$ cat config.mk
export PLATFORM = sky130hd
export DESIGN_NAME = jes_isqrt
export DESIGN_NICKNAME = d
export VERILOG_FILES = /design/src/jes_pkg.sv /design/src/jes_isqrt.sv
export SDC_FILE = /design/constraint.sdc
export NUM_CORES = 1
export LEC_CHECK = 0
export CELL_PAD_IN_SITES_DETAIL_PLACEMENT = 0
export CELL_PAD_IN_SITES_GLOBAL_PLACEMENT = 1
export CORE_UTILIZATION = 25
export DETAILED_ROUTE_END_ITERATION = 16
export DONT_BUFFER_PORTS = 1
export PLACE_DENSITY = 0.51
export SLEW_MARGIN = 30
export SYNTH_ARGS = -nofsm -noshare
export SYNTH_HDL_FRONTEND = slang
export SYNTH_SLANG_ARGS = --single-unit
$ cat constraint.sdc
create_clock -name clk -period 3.4 [get_ports clk]
set_input_delay 0.51 -clock clk [delete_from_list [all_inputs] [get_ports clk]]
set_output_delay 0.51 -clock clk [all_outputs]
set_load 0.03 [all_outputs]
$ cat src/jes_pkg.sv
// shared types, register codes and fixed-point helpers for the jacobi eigen solver
// depends on nothing; imported by every module of the block
package jes_pkg;

	typedef struct packed {
		logic [2:0]         row;
		logic [2:0]         col;
		logic signed [31:0] value;
		logic               last;
	} jes_in_t;

	typedef struct packed {
		logic [2:0]         eig_index;
		logic [2:0]         component_index;
		logic signed [31:0] eigenvalue;
		logic signed [31:0] component;
		logic [15:0]        rotations_used;
		logic               final_res;
	} jes_out_t;

	localparam logic [1:0] CFG_SIZE_IN_USE       = 2'd0;
	localparam logic [1:0] CFG_MAX_ROTATIONS     = 2'd1;
	localparam logic [1:0] CFG_CONVERGENCE_LIMIT = 2'd2;
	localparam logic [1:0] CFG_NEGZERO_BAND      = 2'd3;

	localparam logic [3:0]  RST_SIZE_IN_USE       = 4'd8;
	localparam logic [15:0] RST_MAX_ROTATIONS     = 16'd1000;
	localparam logic [31:0] RST_CONVERGENCE_LIMIT = 32'd429;
	localparam logic [15:0] RST_NEGZERO_BAND      = 16'd6;

	// round to nearest on magnitude, ties away from zero
	function automatic logic signed [63:0] rnd_shift(input logic signed [63:0] v,
		input int unsigned sh);
		logic [63:0] m;
		m = v[63] ? (64'd0 - v) : v;
		m = (m + (64'd1 << (sh - 1))) >> sh;
		return v[63] ? $signed(64'd0 - m) : $signed(m);
	endfunction

	function automatic logic signed [31:0] sat32(input logic signed [63:0] v);
		if (v > 64'sd2147483647)
			return 32'sh7fffffff;
		if (v < -64'sd2147483648)
			return 32'sh80000000;
		return v[31:0];
	endfunction

	function automatic logic signed [32:0] ext33(input logic signed [31:0] v);
		return {v[31], v};
	endfunction

endpackage

$ cat src/jes_isqrt.sv
// floor square root of a 64-bit word, two radicand bits per cycle
// depends on jes_pkg
module jes_isqrt (
	input  logic        clk,
	input  logic        arst_n,
	input  logic        go,
	input  logic [63:0] x,
	output logic        done,
	output logic [31:0] root
);
	import jes_pkg::*;

	logic        run_q;
	logic [5:0]  cnt_q;
	logic [63:0] x_q;
	logic [35:0] rem_q;
	logic [31:0] root_q;
	logic        done_q;
	logic [35:0] rem_sh;
	logic [35:0] trial;

	assign rem_sh = {rem_q[33:0], x_q[63:62]};
	assign trial  = {2'b00, root_q, 2'b01};

	always_ff @(posedge clk or negedge arst_n) begin
		if (!arst_n) begin
			run_q  <= 1'b0;
			cnt_q  <= '0;
			done_q <= 1'b0;
		end else begin
			done_q <= 1'b0;
			if (go) begin
				run_q <= 1'b1;
				cnt_q <= 6'd32;
			end else if (run_q) begin
				cnt_q <= cnt_q - 6'd1;
				if (cnt_q == 6'd1) begin
					run_q  <= 1'b0;
					done_q <= 1'b1;
				end
			end
		end
	end

	always_ff @(posedge clk) begin
		if (go) begin
			x_q    <= x;
			rem_q  <= '0;
			root_q <= '0;
		end else if (run_q) begin
			x_q <= {x_q[61:0], 2'b00};
			if (rem_sh >= trial) begin
				rem_q  <= rem_sh - trial;
				root_q <= {root_q[30:0], 1'b1};
			end else begin
				rem_q  <= rem_sh;
				root_q <= {root_q[30:0], 1'b0};
			end
		end
	end

	assign done = done_q;
	assign root = root_q;
endmodule

After elaboration in Yosys (flattened, before gate mapping) --
Cells that the tools add are included.
Word-level totals: bits of input ports 67, word-level logic and storage cells 23, flip-flop bits (word level) 138, output and inout port bits 33
Cells by class: order comparisons 1, $add $sub $neg 2, equality and inequality tests 1, reductions and logical operators 1, muxes and demuxes 12
Operators by type and width (count):
- $mux W64 | 2
- $ge A36 B34 Y1 | 1
- $mux W34 | 1
- $sub A34 B34 Y34 | 1
- $mux W6 | 2
- $mux W1 | 7
- $eq A6 B1 Y1 const B | 1
- $sub A6 B1 Y6 const B | 1
- $reduce_bool A2 Y1 | 1

Logic depth before layout (Yosys ltp) --
depth after elaboration 4, mapped depth 14, gate-level depth less buffers 11

Worst setup path after synthesis --
OpenSTA, ideal clock, no wires.
kind flip-flop to flip-flop, start point register root_q[19], in the netlist root[19], end point register rem_q[33], setup slack 0.280 ns, arrival time 3.051 ns, buffers on the path 3, required time 3.331 ns, period minus slack after synthesis 3.120 ns, cell stages (with the launch flop) 15, setup time 0.069 ns, path through dfxtp_1 > inv_1 > ha_1 > buf_4 > nand4_4 > nor4_4 > nand4_1 > a21oi_1 > nor3_1 > o31a_1 > buf_6 > nand2b_4 > buf_6 > or4_1 > o21ai_1
Between the ends: word-level cells in the longest chain between the ends 2, elaborated cells on any way between the ends 3, those cells by class add/sub (1); order compare (1); mux (1)
Ends and longest elaborated chain:
- start: declaration | line jes_isqrt.sv:17 | logic [31:0] root_q;
- start signal: assignment | line jes_isqrt.sv:54 | root_q <= {root_q[30:0], 1'b1};
- start signal: assignment | line jes_isqrt.sv:57 | root_q <= {root_q[30:0], 1'b0};
- $sub A34 B34 Y34 or $ge A36 B34 Y1 (tied branches) | line jes_isqrt.sv:53, jes_isqrt.sv:52
- $mux W34 * | line jes_isqrt.sv:52 | if (rem_sh >= trial) begin
- end signal: assignment | line jes_isqrt.sv:53 | rem_q <= rem_sh - trial;
- end signal: assignment | line jes_isqrt.sv:56 | rem_q <= rem_sh;
- end: declaration | line jes_isqrt.sv:16 | logic [35:0] rem_q;
Every way passes the cells marked *; elsewhere a longest branch is shown, timed or not. A chain may end at the register's enable or synchronous reset.

Final worst setup path --
start point register root_q[17], in the netlist root[17], end point register rem_q[33]
The elaborated chain is that of the path after synthesis.

==> results.md <==
| Step | Metric | This run |
|---|---|---|
| status | Outcome | finished clean |
| worst setup path | Kind of start point of the critical path | register |
| clock tree | TritonCTS clock tree | done |
| worst setup path | Worst setup path class | reg2reg |
| floorplan | Starting utilization of the core area | 25.7% |
| clock tree | Sink count of the clock tree | 138 |
| floorplan | Area of the die | 30600 sq um |
| power and ir drop | Static power due to leakage | 0.00357 uW |
| clock tree | H-tree Lvls | 4 |
| cells and area | Total inserted antenna cells | 0 |
| synth | Warnings from Yosys | 0 |
| synth | Count of different cell masters after synthesis | 55 |
| cells and area | Non-Filler Cell Area, Final | 8730 sq um |
| cells and area | Layout cells sized above 1 | 19.8% |
| timing | Final worst clock skew | 0.00809 ns |
| cells and area | Signed area change from the synthesized netlist to the final layout | 16.8% |
| timing | Number of pins exceeding their max-slew limit in the final report | 0 |
| placed design | Number of port buffers | 0 |
| routing | Total Wirelength | 18700 microns |
| routing | Post-DR vias/cell | 4.65 |
| timing | Transition at the pin with the smallest max-transition slack | 0.729 ns |
| grt | Maximum number of pins on one net before global-route repair | 122 |
| timing | Final number of setup-violating endpoints | 0 |
| floorplan | Ports | 100 |
| worst setup path | Critical-path maximum fanout | 9 |
| cells and area | # nets final | 863 |
| synth | Synth Cell Area | 7470 sq um |
| routing | Initial DRT Pass Iterations | 5 |
| worst hold path | Worst Hold Class | in2reg |
| synth | Top flip-flop cell by instance count after synthesis | sky130_fd_sc_hd__dfxtp_1 |
| timing | Sum of negative setup slack | 0 ns |
| timing | Total count of hold-check failures in the final report | 0 |
| grt | Total congestion overflow after global routing | 0 |
| synth | Number of enable-type register cells in the synthesized netlist | 64 |
| clock tree | Worst-Skew Late Latency | 0.43 ns |
| floorplan | Standard cell core area | 29100 sq um |
| cells and area | Final design utilization | 30.0% |
| synth | Share of async-settable or async-resettable flops after synthesis | 5.80% |
| placed design | Final HPWL DP | 12700 microns |
| synth | Count of mapped cells out of synthesis | 734 |
| synth | Flop and latch count out of synthesis | 138 |
| worst setup path | CP required | 3.77 ns |
| synth | Post-Syn Nets | 837 |
| routing | WL per Instance | 16.1 microns |
| floorplan | Y dimension of the die | 175 microns |
| placed design | Global placer's final weighted congestion | 0.774 |
| routing | Count of unresolved DRC violations after routing | 0 |
| synth | Share of synthesized area occupied by flip-flops and latches | 46.1% |
| routing | Initial DRC count | 353 |
| worst setup path | Endpoint class of the critical path | register |
| job | Max Cap Violations | 0 |
| placed design | Post-detailed-placement cell area | 8140 sq um |
| grt | Wire length of the first global-routing pass | 30200 microns |
| synth | Post-synthesis average cell area | 10.2 sq um |
| worst setup path | Worst Path Arrival | 3.53 ns |
| floorplan | Die X-Extent | 175 microns |
| clock tree | Bufs on Longest Clock Path | 2 |
| power and ir drop | Largest vdd supply drop | 0.367 mV |
| timing | Highest attainable clock frequency | 316 MHz |
| power and ir drop | Power Dens Cells | 879 nW/um^2 |
| timing | Unrepaired setup endpoints after global routing | no |
| timing | Worst-case headroom to the max-slew limit | 51.3% |
| routing | Detail Route Antenna Nets | 0 |
| clock tree | Clock input transition at the sequential cells of the worst setup and hold paths | 0.07 ns |
| routing | Total vias in the final route | 5375 |
| power and ir drop | Design Power | 7670 uW |
| clock tree | TritonCTS Buffers | 17 |
| grt | Number of antenna violations at the first check in global routing | 0 |
| grt | GRT Util Overall | 12.7% |
| timing | Min Tclk post-route | 3.16 ns |
| grt | Via count of the first global-routing pass | 5376 |
| floorplan | Number of standard-cell rows in the floorplan | 62 |
| clock tree | Clk root buf | sky130_fd_sc_hd__clkbuf_16 |
| timing | Fraction of the cycle the final worst path needs | 93.0% |
## worst max-delay path, cell delays in order (launching register included)
cell and delay (ns):
sky130_fd_sc_hd__dfxtp_1 0.33, sky130_fd_sc_hd__inv_1 0.05, sky130_fd_sc_hd__ha_1 0.32, sky130_fd_sc_hd__buf_4 0.18, sky130_fd_sc_hd__a21oi_1 0.29, sky130_fd_sc_hd__nand2_1 0.09, sky130_fd_sc_hd__a21oi_1 0.22, sky130_fd_sc_hd__o221ai_1 0.21
sky130_fd_sc_hd__a221o_1 0.44, sky130_fd_sc_hd__a21oi_1 0.28, sky130_fd_sc_hd__nor3_1 0.08, sky130_fd_sc_hd__or4_1 0.50, sky130_fd_sc_hd__o21ai_1 0.12
## synth_stat cells (all sizes together) (11+ instances only)
cell	n	area (sq um)
xnor2	13	114
nor3	11	55.1
o21ai	42	210
nor2	84	315
a21oi	47	235
clkbuf	18	67.6
buf	22	128
xor2	21	184
mux2i	37	370
a21o	15	113
a211oi	15	113
edfxtp	64	1920
inv	45	169
mux2	62	698
dfxtp	66	1320
ha	36	450
nand2	45	171
## final timing paths
check | from | endpoint | slack (ns) | cells after the start
setup / recovery | root[17] | rem_q[33] | 0.24 | 12
hold / removal | go | cnt_q[0] | 0.15 | 1
setup reg to reg | root[17] | rem_q[33] | 0.24 | 12
hold reg to reg | rem_q[33] | rem_q[33] | 0.48 | 2
max in group asynchronous | arst_n | run_q | 2.66 | 1
min in group asynchronous | arst_n | done | 0.43 | 1
## what timing repair did
item	in CTS	in global routing
endpoints found under the setup margin	0	3
hold buffers	1	0
gates resized for setup	0	4
hold endpoints to repair	8	0
setup buffers	0	1
## through the flow
stage	cells	setup slack (ns)	hold slack, ns
after floorplan	734	0.280	0.214
after global placement	1123	0.218	0.215
after detailed placement	1123	0.229	0.215
after CTS	1156	0.198	0.123
after global routing	1157	0.0153	0.128
final	1157	0.239	0.146
## cells by family (layout without fill, tap and decap cells)
family	after synthesis	count (layout)	synth area share [%]
AO/OA/AOI/OAI	162	162	13.6
flip-flops	138	138	46.1
adder cells (fa/ha/maj)	36	36	6.03
AND/OR/NAND/NOR	180	180	11.2
multiplexers	99	99	14.3
XOR/XNOR	34	34	3.98
buffers and inverters	85	124	4.87
## cell usage in the layout, fill, tap and decap left out, types with 37 or more instances in the layout
cell / instances
sky130_fd_sc_hd__a21oi_1: 47
sky130_fd_sc_hd__buf_4: 43
sky130_fd_sc_hd__dfxtp_1: 66
sky130_fd_sc_hd__edfxtp_1: 64
sky130_fd_sc_hd__inv_1: 44
sky130_fd_sc_hd__mux2_2: 62
sky130_fd_sc_hd__mux2i_1: 37
sky130_fd_sc_hd__nand2_1: 44
sky130_fd_sc_hd__nor2_1: 83
sky130_fd_sc_hd__o21ai_0: 40
## state kept, by name (all words and copies together) (netlist names)
name / flops
x_q: 64
rem_q: 34
done: 1
cnt_q: 6
run_q: 1
root: 32
## layer usage
layer / part of all wire (%) / GRT usage, %
met1: 49 / 17.1
met2: 44 / 19.0
met3: 5.8 / 3.98
met4: 1.3 / 4.28
met5: 0 / 0
## power breakdown
group	leakage, uW	total (uW)	internal [uW]	switching, uW
registers	0.00132	2260	2070	186
logic	0.00198	3580	1530	2050
clock network	0.000268	1830	967	865
## cell type report
class	instances	area, sq um
Fill cell	3063	20400
Multi-Input combinational cell	511	3680
Sequential cell	138	3450
Tap cell	384	480
Clock buffer	18	429
Timing Repair Buffer	47	393
Inverter	45	169
Clock inverter	14	128
No activity file was read; power rests on OpenSTA's default activity.
