`src/jes_pkg.sv`:
```
// shared types, register codes and fixed-point helpers for the jacobi eigen solver
// depends on nothing; imported by every module of the block
package jes_pkg;

	typedef struct packed {
		logic [2:0]         row;
		logic [2:0]         col;
		logic signed [31:0] value;
		logic               last;
	} jes_in_t;

	typedef struct packed {
		logic [2:0]         eig_index;
		logic [2:0]         component_index;
		logic signed [31:0] eigenvalue;
		logic signed [31:0] component;
		logic [15:0]        rotations_used;
		logic               final_res;
	} jes_out_t;

	localparam logic [1:0] CFG_SIZE_IN_USE       = 2'd0;
	localparam logic [1:0] CFG_MAX_ROTATIONS     = 2'd1;
	localparam logic [1:0] CFG_CONVERGENCE_LIMIT = 2'd2;
	localparam logic [1:0] CFG_NEGZERO_BAND      = 2'd3;

	localparam logic [3:0]  RST_SIZE_IN_USE       = 4'd8;
	localparam logic [15:0] RST_MAX_ROTATIONS     = 16'd1000;
	localparam logic [31:0] RST_CONVERGENCE_LIMIT = 32'd429;
	localparam logic [15:0] RST_NEGZERO_BAND      = 16'd6;

	// round to nearest on magnitude, ties away from zero
	function automatic logic signed [63:0] rnd_shift(input logic signed [63:0] v,
		input int unsigned sh);
		logic [63:0] m;
		m = v[63] ? (64'd0 - v) : v;
		m = (m + (64'd1 << (sh - 1))) >> sh;
		return v[63] ? $signed(64'd0 - m) : $signed(m);
	endfunction

	function automatic logic signed [31:0] sat32(input logic signed [63:0] v);
		if (v > 64'sd2147483647)
			return 32'sh7fffffff;
		if (v < -64'sd2147483648)
			return 32'sh80000000;
		return v[31:0];
	endfunction

	function automatic logic signed [32:0] ext33(input logic signed [31:0] v);
		return {v[31], v};
	endfunction

endpackage

```
`src/jes_div.sv`:
```
// unsigned 64 by 64 restoring divider, one quotient bit per cycle
// depends on jes_pkg
module jes_div (
	input  logic        clk,
	input  logic        arst_n,
	input  logic        go,
	input  logic [63:0] num,
	input  logic [63:0] den,
	output logic        done,
	output logic [63:0] quo
);
	import jes_pkg::*;

	logic        run_q;
	logic [6:0]  cnt_q;
	logic [64:0] rem_q;
	logic [63:0] quo_q;
	logic [63:0] den_q;
	logic        done_q;
	logic [64:0] rem_sh;

	assign rem_sh = {rem_q[63:0], quo_q[63]};

	always_ff @(posedge clk or negedge arst_n) begin
		if (!arst_n) begin
			run_q  <= 1'b0;
			cnt_q  <= '0;
			done_q <= 1'b0;
		end else begin
			done_q <= 1'b0;
			if (go) begin
				run_q <= 1'b1;
				cnt_q <= 7'd64;
			end else if (run_q) begin
				cnt_q <= cnt_q - 7'd1;
				if (cnt_q == 7'd1) begin
					run_q  <= 1'b0;
					done_q <= 1'b1;
				end
			end
		end
	end

	always_ff @(posedge clk) begin
		if (go) begin
			rem_q <= '0;
			quo_q <= num;
			den_q <= den;
		end else if (run_q) begin
			if (rem_sh >= {1'b0, den_q}) begin
				rem_q <= rem_sh - {1'b0, den_q};
				quo_q <= {quo_q[62:0], 1'b1};
			end else begin
				rem_q <= rem_sh;
				quo_q <= {quo_q[62:0], 1'b0};
			end
		end
	end

	assign done = done_q;
	assign quo  = quo_q;
endmodule

```
`config.mk`:
```
export PLATFORM = sky130hd
export DESIGN_NAME = jes_div
export DESIGN_NICKNAME = d
export VERILOG_FILES = /design/src/jes_pkg.sv /design/src/jes_div.sv
export SDC_FILE = /design/constraint.sdc
export NUM_CORES = 1
export LEC_CHECK = 0
export BUFFER_PORTS_ARGS = -buffer_cell sky130_fd_sc_hd__clkbuf_2
export CAP_MARGIN = 30
export CORE_ASPECT_RATIO = 0.6
export CORE_MARGIN = 5
export CORE_UTILIZATION = 35
export CTS_BUF_LIST = sky130_fd_sc_hd__clkbuf_16
export CTS_CLUSTER_DIAMETER = 50
export CTS_CLUSTER_SIZE = 25
export DETAILED_ROUTE_END_ITERATION = 7
export PLACE_DENSITY = 0.58
export SLEW_MARGIN = 20
export SYNTH_ARGS = -nofsm -noshare
export SYNTH_HDL_FRONTEND = slang
export SYNTH_SLANG_ARGS = --single-unit
```
`constraint.sdc`:
```
create_clock -name clk -period 6.1 [get_ports clk]
set_clock_uncertainty 0.05 [all_clocks]
set_input_delay 1.22 -clock clk [delete_from_list [all_inputs] [get_ports clk]]
set_output_delay 1.22 -clock clk [all_outputs]
set_load 0.005 [all_outputs]
```
; ---- Yosys cells after proc, flatten, opt, wreduce, memory -nomap -nowiden
; Index checks and enable logic that the tools add are counted.
[word_totals]
ff_bits = 201
inputBits = 131
out_inout_bits = 65
word_cells = 23
[op_classes]
n_addsub = 2
n_lt_le_gt_ge = 1
n_eq_ne = 1
muxes = 12
n_reduce_logical = 1
[ops]
columns = op, n
row1 = $mux 64, 3
row2 = $ge 65x64->1, 1
row3 = $sub 64x64->64, 1
row4 = $mux 7, 2
row5 = $eq 7x1->1 const B, 1
row6 = $mux 1, 7
row7 = $sub 7x1->7 const B, 1
row8 = $reduce_bool 2->1, 1

; ---- Logic depth before layout (Yosys ltp)
; Gate-level depths: netlist of run 1.
[logic_depth]
depth_word = 4
mapped_depth = 17
ltp_nobuf = 14

; ---- Worst setup path after synthesis of run 1
; Ideal clock, no wire load.
[synth_timing]
path_kind = in2reg
startpoint = input go
endpoint = register quo_q[0] (netlist: quo[0]), enable pin
setup_ns = 0.418
arrival_time_ns = 2.932
t_required_ns = 5.632
slack_ns = 2.700
cell_stages = 4
n_path_buf = 2
path_cell_list = clkbuf_1 -> nor2_1 -> clkbuf_1 -> inv_1
[synth_between]
elab_chain_len = 1
[synth_lines]
columns = element, line_no
row1 = "start, declared", jes_div.sv:6  ; input logic go,
row2 = $reduce_bool 2->1 (no line), --
row3 = "end signal, assigned", jes_div.sv:47  ; quo_q <= num;
row4 = "end signal, assigned", jes_div.sv:52  ; quo_q <= {quo_q[62:0], 1'b1};
row5 = "end signal, assigned", jes_div.sv:55  ; quo_q <= {quo_q[62:0], 1'b0};
row6 = "end, declared", jes_div.sv:17  ; logic [63:0] quo_q;
; Every way passes these cells.
; A chain may end at the register's enable or synchronous reset.

; ---- Final worst setup path of run 1
[layout_timing]
startpoint = register den_q[2]
endpoint = register rem_q[16]
[layout_between]
elab_chain_len = 2
word_cells_on_any_way = 3
classes_between = 1 x add/sub / 1 x order compare / 1 x mux
[layout_lines]
columns = element, line_no
row1 = "start, declared", jes_div.sv:18  ; logic [63:0] den_q;
row2 = "start signal, assigned", jes_div.sv:48  ; den_q <= den;
row3 = $sub 64x64->64 / $ge 65x64->1 (equally long branches), "jes_div.sv:51, jes_div.sv:50"
row4 = $mux 64 *, jes_div.sv:50  ; if (rem_sh >= {1'b0, den_q}) begin
row5 = "end signal, assigned", jes_div.sv:51  ; rem_q <= rem_sh - {1'b0, den_q};
row6 = "end signal, assigned", jes_div.sv:54  ; rem_q <= rem_sh;
row7 = "end, declared", jes_div.sv:16  ; logic [64:0] rem_q;
; Every way passes the cells marked *; elsewhere a longest branch is shown, timed or not.

==> results.sh, run 1 <==
export IMPL_status="finished, final reports clean"
export IMPL_slowest_delay_ns=0.72
export IMPL_clockRootBuffer="clkbuf_16"
export IMPL_synth_seq_cells=201
export IMPL_cts_setup_buffers=0
export IMPL_yosysSeqAreaShare_pct=44.87
export IMPL_cts_buffer_depth=3
export IMPL_first_pass_iters=6
export IMPL_syn_num_nets=1407
export IMPL_io_buffers=195
export IMPL_finalHoldViolCount=0
export IMPL_setup_viol=0
export IMPL_endpoint="rem_q[16]"
export IMPL_path_max_fanout=36
export IMPL_placementRows=52
export IMPL_period_needed_ns=4.290
export IMPL_netlist_area_um2=11920
export IMPL_critical_path_depth=14
export IMPL_drv_cap=0
export IMPL_cts_num_sinks=201
export IMPL_netlist_instances=1209
export IMPL_r2r_cells=14
export IMPL_grt_start_max_net_pins=100
export IMPL_rrSetupSlack_ns=1.81
export IMPL_setup_tns_final_ns=0
export IMPL_r2r_end="rem_q[16]"
export IMPL_clk_pin_slew_worst_paths_ns=0.08
export IMPL_r2r_start="den_q[2]"
export IMPL_drt_iter0_markers=755
export IMPL_p_total_mw=6.384
export IMPL_min_delay_path_class="reg -> reg"
export IMPL_timing_final_crit_share_pct=70.33
export IMPL_async_reset_ff_share_pct=4.478
export IMPL_fp_coreArea_um2=33640
export IMPL_yosys_warnings=0
export IMPL_cp_num_buf_inv=2
export IMPL_drv_slew=0
export IMPL_powerDensity_nw_per_um2=451.2
export IMPL_crit_type="reg -> reg"
export IMPL_clock_latency_ns=0.55
export IMPL_startpoint="den_q[2]"
export IMPL_fin_nets=1577
export IMPL_path_delay_family="simple AND/OR/NAND/NOR gates"
export IMPL_max_freq_ghz=0.2331
export IMPL_synth_ff_type="edfxtp_1"
export IMPL_post_cts_resized=0
export IMPL_vias=9736
export IMPL_rsz0062_at_grt="false"
export IMPL_first_global_vias=9273
export IMPL_cp_required_ns=6.44
export IMPL_cts_hold_buffers_added=0
export IMPL_die_area_um2=37980
export IMPL_cts_tree="built"
export IMPL_post_drt_wl_per_cell_um=17.97
export IMPL_routabilityCongestion=0.9388
export IMPL_htreeDepth=1
export IMPL_peakVddDrop_mv=0.1929
export IMPL_antenna_left=0
export IMPL_synth_edff_count=128
export IMPL_cp_start_kind="flip-flop"
export IMPL_viasPerCell=5.246
export IMPL_grt_antenna_before_repair=0
export IMPL_die_y_um=153.0
export IMPL_relSlewSlack_pct=43.16
export IMPL_diodes=0
export IMPL_cpMostUsedCell="nand3_2"
export IMPL_die_x_um=248.3
export IMPL_syn2layout_area_growth_pct=18.66
export IMPL_synth_cell_type_count=76
export IMPL_end_kind="flip-flop"
export IMPL_grt_pass1_wl_um=52240
export IMPL_avgSynthCellArea_um2=9.862
export IMPL_numCtsBuffers=24
export IMPL_crit_arrival_ns=4.63
export IMPL_cpMaxStageDelayCell="or3_2"
export IMPL_grt_use_total_pct=16.88
export IMPL_drc=0
export IMPL_hpwl_um=24960
export IMPL_start_util_pct=35.44
export IMPL_overflow=0
export IMPL_fin_ws_ns=1.810
export IMPL_pin_count=196
export IMPL_drt_wl_total_um=33360
export IMPL_worst_slew_pin_slew_ns=0.8526
export IMPL_preCtsSetupSlack_ns=1.894
export IMPL_p_leak_nw=6.052
export IMPL_layout_drive_gt1_share_pct=24.34
export IMPL_worstPathCellList="inv_1, ha_1, nand3_2, o21bai_4, a2111o_1, nand3_2, a21oi_2, o31a_4, nor3_4, or3_2, buf_4, mux2_2, mux2i_1, nor2_1"
-- per-layer routing --
metal / track usage [%] / part of all wire (%) / up-vias
met3: 4.258 / 7.6 / 28
met1: 27.32 / 51 / 4675
met2: 22.90 / 40 / 274
li1: - / - / 4759
met5: 0 / 0 / -
met4: 2.232 / 1.2 / 0
-- placed cells by master, fill, tap and decap left out, types with 15 or more instances in the layout --
cell type	n
mux2_2	65
dfxtp_1	64
nor2_1	86
xnor2_1	39
a21oi_1	75
nand2_1	134
nand3_1	19
nand2b_1	15
xor2_1	23
clkbuf_2	194
a21o_1	30
edfxtp_1	128
clkbuf_16	24
ha_1	66
nand4_1	19
nor2b_1	22
o21ai_0	63
inv_1	83
a311oi_1	33
-- how the worst min path moves through the flow --
stage,from,endpoint,cells after the start,slack [ns]
2_1_floorplan,rem_q[63],rem_q[63],2,0.40
3_3_place_gp,rem_q[60],rem_q[60],2,0.42
3_5_place_dp,rem_q[60],rem_q[60],2,0.43
4_1_cts,rem_q[60],rem_q[60],2,0.44
5_1_grt,arst_n,done,1,0.46
6_report,rem_q[60],rem_q[60],2,0.44
-- kinds of logic (layout without fill, tap and decap cells) --
logic type,Yosys count,after routing,synth area share (%)
simple gates,357,357,14.19
compound gates,302,302,17.24
flops,201,201,44.87
buf+inv,146,334,5.153
mux,74,74,6.895
fa+ha+maj,67,67,7.094
xor+xnor,62,62,4.555
-- layout make-up --
type,instances,area (µm²)
Clock buffer,24,600.6
Multi-Input combinational cell,862,5964
Sequential cell,201,5351
Clock inverter,20,244.0
Fill cell,3362,19490
Inverter,84,315.3
Timing Repair Buffer,206,1097
Tap cell,459,574.3
-- flip-flops by register name, indices dropped and copies added, names as in the netlist --
name and flops:
done 1, den_q 64, cnt_q 7, rem_q 64
run_q 1, quo 64
-- report_power, final --
| group | internal, mW | switching, mW |
|---|---|---|
| clock | 0.786 | 0.717 |
| sequential | 1.77 | 0.233 |
| combinational | 1.13 | 1.74 |
-- worst register-to-register path: stages (launching register included) --
cell,delay (ns)
edfxtp_1,0.33
inv_1,0.04
ha_1,0.36
nand3_2,0.15
o21bai_4,0.21
a2111o_1,0.46
nand3_2,0.14
a21oi_2,0.07
o31a_4,0.33
nor3_4,0.24
or3_2,0.72
buf_4,0.44
mux2_2,0.39
mux2i_1,0.13
nor2_1,0.05
-- cell usage after synthesis (all sizes together) (4+ instances only) --
master	n	area share (%)
a31oi	13	0.68
nor2b	22	1.2
nor4	7	0.37
or3	5	0.26
nand4	19	1.0
a32oi	5	0.37
nor3	16	0.81
and2	7	0.37
dfrtp	9	1.9
ha	66	6.9
o21bai	9	0.66
a21o	30	1.9
and3	9	0.47
a21oi	76	3.2
o211ai	7	0.44
or2	4	0.21
nand2	134	4.2
edfxtp	128	32
mux2	65	6.1
mux2i	9	0.76
nand2b	15	0.79
xnor2	39	2.9
clkbuf	42	1.3
o21a	9	0.57
a211oi	13	0.82
inv	84	2.6
a22oi	5	0.31
o21ai	66	2.8
xor2	23	1.7
a311oi	38	3.1
a21boi	4	0.25
buf	20	1.2
nor2	86	2.7
nand3	21	0.97
dfxtp	64	11
-- per-stage QoR --
stage | area (µm²) | util, % | cells | hold slack [ns]
after floorplan | 11920 | - | 1209 | 0.4005
after global placement | 13260 | 39.41 | 1810 | 0.4207
after detailed placement | 13280 | 39.49 | 1811 | 0.4280
after CTS | 14130 | 42.00 | 1855 | 0.4377
after global routing | 14150 | 42.06 | 1856 | 0.4589
final | 14150 | 42.06 | 1856 | 0.4363
(Power assumes the default switching activity.)
==> run 2: changes to the inputs <==
--- a/config.mk
+++ b/config.mk
@@ -5,6 +5,7 @@
 export SDC_FILE = /design/constraint.sdc
 export NUM_CORES = 1
 export LEC_CHECK = 0
+export ABC_AREA = 1
 export BUFFER_PORTS_ARGS = -buffer_cell sky130_fd_sc_hd__clkbuf_2
 export CAP_MARGIN = 30
 export CORE_ASPECT_RATIO = 0.6
@@ -14,7 +15,7 @@
 export CTS_CLUSTER_DIAMETER = 50
 export CTS_CLUSTER_SIZE = 25
 export DETAILED_ROUTE_END_ITERATION = 7
-export PLACE_DENSITY = 0.58
+export PLACE_DENSITY = 0.59
 export SLEW_MARGIN = 20
 export SYNTH_ARGS = -nofsm -noshare
 export SYNTH_HDL_FRONTEND = slang
==> constraint.sdc (replaced) <==
create_clock -name clk -period 3.9 [get_ports clk]
set_clock_uncertainty 0.05 [all_clocks]
set_input_delay 0.78 -clock clk [delete_from_list [all_inputs] [get_ports clk]]
set_output_delay 0.78 -clock clk [all_outputs]
set_load 0.005 [all_outputs]
==> run 2 against run 1 <==
Critical path depth rose by 2. Via count rose by 41%. Worst setup slack got worse by 1.1 ns. Maximum frequency rose by 36%. Global-route usage rose by 3.8 points. Largest power group is now sequential cells.
==> results.sh, run 2 <==
export IMPL_drt_wl_total_um=48390
export IMPL_cp_required_ns=4.25
export IMPL_htreeDepth=1
export IMPL_die_y_um=167.1
export IMPL_grt_pass1_wl_um=74270
export IMPL_clock_latency_ns=0.54
export IMPL_fp_coreArea_um2=40580
export IMPL_r2r_end="rem_q[13]"
export IMPL_yosysTopAreaCell="edfxtp_1"
export IMPL_synth_ff_type="edfxtp_1"
export IMPL_max_freq_ghz=0.3176
export IMPL_start_util_pct=35.49
export IMPL_io_buffers=195
export IMPL_routabilityCongestion=1.030
export IMPL_r2r_start="den_q[33]"
export IMPL_layout_common_cells="nand2_1, inv_1, clkbuf_2"
export IMPL_yosys_warnings=0
export IMPL_first_global_vias=12690
export IMPL_placementRows=57
export IMPL_slowest_delay_ns=0.51
export IMPL_setup_tns_final_ns=0
export IMPL_synth_cell_type_count=35
export IMPL_status="finished, final reports clean"
export IMPL_numCtsBuffers=23
export IMPL_yosys_area_top_type_share_pct=26.69
export IMPL_drv_cap=0
export IMPL_cts_hold_buffers_added=0
export IMPL_min_delay_path_class="in -> async"
export IMPL_die_area_um2=45440
export IMPL_vias=13760
export IMPL_worstPathCellList="inv_1, ha_1, nand2_2, nor2_2, inv_2, nor2_4, nand2_1, nor2_1, nand2_1, nand3_2, nor2_4, nand2_4, buf_12, nand2_1, nand3_1, o21ai_0"
export IMPL_path_delay_family="simple AND/OR/NAND/NOR gates"
export IMPL_fin_area_um2=16710
export IMPL_synth_seq_cells=201
export IMPL_timing_final_crit_share_pct=80.73
export IMPL_place_area_um2=15890
export IMPL_path_max_fanout=31
export IMPL_cts_setup_buffers=0
export IMPL_cts_tree="built"
export IMPL_diodes=0
export IMPL_pin_count=196
export IMPL_worst_slew_pin_slew_ns=0.9111
export IMPL_avgSynthCellArea_um2=6.592
export IMPL_overflow=0
export IMPL_synth_most_common_cell="nand2_1"
export IMPL_netlist_area_um2=14400
export IMPL_cp_num_buf_inv=3
export IMPL_rsz0062_at_grt="false"
export IMPL_viasPerCell=4.717
export IMPL_async_reset_ff_share_pct=4.478
export IMPL_yosys_top_cells_count="nand2_1, inv_1, nand3_1"
export IMPL_synth_area_leaders="edfxtp_1, nand2_1, inv_1, dfxtp_1, ha_1"
export IMPL_grt_antenna_before_repair=2
export IMPL_hpwl_um=38930
export IMPL_antenna_left=0
export IMPL_peakVddDrop_mv=0.3625
export IMPL_yosysSeqAreaShare_pct=37.15
export IMPL_clk_pin_slew_worst_paths_ns=0.07
export IMPL_syn_num_nets=2383
export IMPL_syn2layout_area_growth_pct=16.01
export IMPL_end_kind="flip-flop"
export IMPL_mostFrequentLayoutCell="nand2_1"
export IMPL_layout_drive_gt1_share_pct=12.79
export IMPL_die_x_um=271.9
export IMPL_netlist_instances=2185
export IMPL_drv_slew=0
export IMPL_cp_start_kind="flip-flop"
export IMPL_p_leak_nw=9.267
export IMPL_first_pass_iters=6
export IMPL_clockRootBuffer="clkbuf_16"
export IMPL_fin_nets=2566
export IMPL_cpMaxStageDelayCell="ha_1"
export IMPL_post_drt_wl_per_cell_um=16.59
export IMPL_crit_arrival_ns=3.50
export IMPL_relSlewSlack_pct=39.26
export IMPL_nFillCells=4331
export IMPL_drc=0
export IMPL_cts_buffer_depth=3
export IMPL_crit_type="reg -> reg"
export IMPL_post_cts_resized=0
export IMPL_drt_iter0_markers=1349
export IMPL_r2r_cells=16
export IMPL_rrSetupSlack_ns=0.75
export IMPL_period_needed_ns=3.149
export IMPL_cpMostUsedCell="nand2_1"
export IMPL_grt_use_total_pct=20.65
export IMPL_finalHoldViolCount=0
export IMPL_setup_viol=0
export IMPL_cts_num_sinks=201
export IMPL_grt_start_max_net_pins=119
export IMPL_synth_edff_count=128
export IMPL_powerDensity_nw_per_um2=335.2
run 2: cell types whose count changed in the layout (fill, tap and decap cells not counted), moves of 22 or more:
cell / delta
inv_1: +352
nand3_1: +126
nand2_1: +772
a311oi_1: -33
a21o_1: -30
nor2_1: +34
nor2b_1: -22
mux2_2: -65
o21ai_0: -28
nand3b_1: +36
run 2: worst max-delay path by stage:
| stage | start | to | slack, ns | cells past startpoint |
|---|---|---|---|---|
| finish | den_q[33] | rem_q[13] | 0.75 | 16 |
| global route | den_q[40] | rem_q[62] | 0.57 | 15 |
| CTS | den_q[38] | rem_q[50] | 0.83 | 15 |
| detailed placement | den_q[39] | rem_q[12] | 0.85 | 13 |
| global placement | den_q[46] | rem_q[60] | 0.87 | 17 |
| floorplan | go | quo[0] | 0.55 | 3 |
run 2: logic make-up after synthesis:
family	count (synthesis)	share of synthesized area, %
AO/OA/AOI/OAI	113	4.170
buffers and inverters	499	13.86
XOR/XNOR	31	1.885
adder cells (fa/ha/maj)	67	5.873
AND/OR/NAND/NOR	1274	37.06
flip-flops	201	37.15
run 2: area by class of cell:
type | instances | area [µm²] | area share (%)
clock inverters | 19 | 247.7 | 1.483
repair buffers | 206 | 1111 | 6.650
well taps | 531 | 664.4 | 3.976
inverters | 451 | 1694 | 10.14
clock buffers | 23 | 575.6 | 3.445
multi-input cells | 1485 | 7066 | 42.29
flip-flops and latches | 201 | 5350 | 32.02
run 2: per-stage QoR:
| step | util, % | setup slack [ns] | total power [mW] | hold WS [ns] | std cells |
|---|---|---|---|---|---|
| after floorplan | - | 0.5465 | 2.965 | 0.3936 | 2185 |
| after global placement | 39.15 | 0.8717 | 3.277 | 0.4054 | 2874 |
| after detailed placement | 39.15 | 0.8526 | 3.286 | 0.4107 | 2874 |
| after CTS | 41.17 | 0.8270 | 5.682 | 0.02483 | 2916 |
| after global routing | 41.17 | 0.5662 | 5.887 | 0.03232 | 2916 |
| final | 41.17 | 0.7515 | 5.601 | 0.04030 | 2916 |
run 2: per-layer routing:
layer | GRT usage, % | routed length, µm
met1 | 34.13 | 25640
met2 | 26.30 | 17240
met3 | 5.606 | 4632
met4 | 3.476 | 866
met5 | 0 | 13
run 2: where the power goes:
part / internal (mW) / total (mW) / switching (mW)
clock: 1.38 / 2.36 / 0.979
sequential: 2.43 / 2.50 / 0.0724
combinational: 0.275 / 0.743 / 0.468
==> run 3: changes to the inputs <==
==> constraint.sdc (replaced) <==
create_clock -name clk -period 2.75 [get_ports clk]
set_clock_uncertainty 0.05 [all_clocks]
set_input_delay 0.55 -clock clk [delete_from_list [all_inputs] [get_ports clk]]
set_output_delay 0.55 -clock clk [all_outputs]
set_load 0.005 [all_outputs]
==> run 3 against run 2 <==
Hold slack better by 0.084 ns. Sequential share of layout area fell by 1.7 points. Clock power increased by 36%. Routed wire length grew 8.5%. Worst setup slack lost 0.62 ns. First-iteration DRC count fell by 1.6%. Sequential cell count unchanged. Sequential power is 42% higher. Cell count is 3.0% higher. Die area unchanged. Register-to-register slack got worse by 0.62 ns.
==> results.sh, run 3 (synthesis gave the netlist of run 2 again) <==
export IMPL_finalHoldViolCount=0
export IMPL_comb_power_share_pct=14.4
export IMPL_drt_iter0_markers=1328
export IMPL_fin_ws_ns=0.1350
export IMPL_cts_num_sinks=201
export IMPL_cts_buffer_depth=3
export IMPL_die_area_um2=45440
export IMPL_period_needed_ns=2.615
export IMPL_relSlewSlack_pct=63.91
export IMPL_grt_pass1_wl_um=79410
export IMPL_layout_drive_gt1_share_pct=17.67
export IMPL_mostFrequentLayoutCell="nand2_1"
export IMPL_drc=0
export IMPL_die_x_um=271.9
export IMPL_rsz0062_at_grt="true"
export IMPL_fin_util_pct=43.46
export IMPL_first_global_vias=13170
export IMPL_clockRootBuffer="clkbuf_16"
export IMPL_syn2layout_area_growth_pct=22.47
export IMPL_post_drt_wl_per_cell_um=17.48
export IMPL_path_max_fanout=4
export IMPL_powerDensity_nw_per_um2=447.2
export IMPL_fp_coreArea_um2=40580
export IMPL_crit_arrival_ns=3.00
export IMPL_vias=14300
export IMPL_p_clk_share_pct=40.7
export IMPL_peakVddDrop_mv=0.4045
export IMPL_cp_start_kind="flip-flop"
export IMPL_nFillCells=4321
export IMPL_io_buffers=195
export IMPL_preCtsSetupSlack_ns=-0.07224
export IMPL_timing_final_crit_share_pct=95.09
export IMPL_start_util_pct=35.49
export IMPL_crit_type="reg -> reg"
export IMPL_p_int_mw=5.613
export IMPL_grt_start_max_net_pins=109
export IMPL_grt_antenna_before_repair=1
export IMPL_htreeDepth=1
export IMPL_grt_use_total_pct=22.36
export IMPL_p_leak_nw=9.742
export IMPL_placementRows=57
export IMPL_min_delay_path_class="in -> reg"
export IMPL_setup_viol=0
export IMPL_cts_tree="built"
export IMPL_worst_slew_pin_slew_ns=0.5405
export IMPL_max_freq_ghz=0.3824
export IMPL_pwr_share_seq_pct=44.9
export IMPL_pin_count=196
export IMPL_antenna_left=0
export IMPL_drv_slew=0
export IMPL_drv_cap=0
export IMPL_clock_latency_ns=0.55
export IMPL_drt_wl_total_um=52520
export IMPL_end_kind="flip-flop"
export IMPL_cp_required_ns=3.14
export IMPL_fin_nets=2654
export IMPL_numCtsBuffers=23
export IMPL_first_pass_iters=6
export IMPL_netSwitchingFraction_pct=28.84
export IMPL_routabilityCongestion=1.020
export IMPL_viasPerCell=4.759
export IMPL_hpwl_um=42870
export IMPL_die_y_um=167.1
export IMPL_setup_tns_final_ns=0
export IMPL_overflow=0
export IMPL_status="finished, final reports clean"
export IMPL_diodes=0
export IMPL_clk_pin_slew_worst_paths_ns=0.07
export IMPL_hold_worst_slack_ns=0.1240
export IMPL_p_switching_mw=2.274
export IMPL_layout_common_cells="nand2_1, inv_1, clkbuf_2"
[run 3: power by group through the flow]
stage	sequential (mW)	clock, mW	combinational, mW
final	3.54	3.21	1.14
after global routing	3.57	3.46	1.27
after CTS	3.54	3.33	1.11
after detailed placement	3.61	0	1.10
after global placement	3.60	0	1.10
after floorplan	3.60	0	0.606
[run 3: per-layer routing]
layer | vias up | routed length, µm | track usage, %
li1 | 7224 | - | -
met1 | 6584 | 28280 | 37.79
met2 | 438 | 18970 | 28.52
met3 | 47 | 4499 | 4.877
met4 | 2 | 759 | 3.365
met5 | - | 13 | 0
[run 3: per-stage QoR]
step / std cells / power (mW) / instance area (µm²)
2_1_floorplan: 2185 / 4.204 / 14400
3_3_place_gp: 2956 / 4.698 / 16580
3_5_place_dp: 2956 / 4.711 / 16580
4_1_cts: 2999 / 7.982 / 17400
5_1_grt: 3004 / 8.301 / 17640
6_report: 3004 / 7.888 / 17640
[run 3: critical path, stage by stage (launching register included)]
cell,delay (ns)
edfxtp_1,0.33
inv_1,0.05
ha_1,0.35
nand2_1,0.13
nor2_2,0.21
buf_4,0.14
and2_1,0.16
inv_1,0.05
o21bai_1,0.35
nand2_1,0.31
nand4_1,0.19
nand3_1,0.09
nand2_1,0.07
nand2_1,0.04
[run 3: path summary, 6_finish.rpt]
path	from	to	slack [ns]	depth (start not counted)
max	den_q[32]	rem_q[53]	0.14	13
min	den[45]	den_q[45]	0.12	1
max reg2reg	den_q[32]	rem_q[53]	0.14	13
min reg2reg	rem_q[40]	rem_q[40]	0.42	2
max in group asynchronous	arst_n	cnt_q[5]	2.10	2
min in group asynchronous	arst_n	run_q	0.35	2
[run 3: final cells by class]
type	instances	area [µm²]	area share [%]
Multi-Input combinational cell	1485	7254	41.13
Sequential cell	201	5351	30.34
Timing Repair Buffer	294	1867	10.58
Inverter	451	1694	9.605
Tap cell	531	664.4	3.767
Clock buffer	25	625.6	3.547
Clock inverter	17	181.4	1.029
[run 3: timing repair]
item                                   4_1_cts  5_1_grt
hold buffers                                 1        0
setup buffers                                0        4
gates resized for setup                      1       52
endpoints found under the hold margin        9        0
pin swaps                                    0        7
cloned                                       0        1
setup endpoints to repair                    2       65
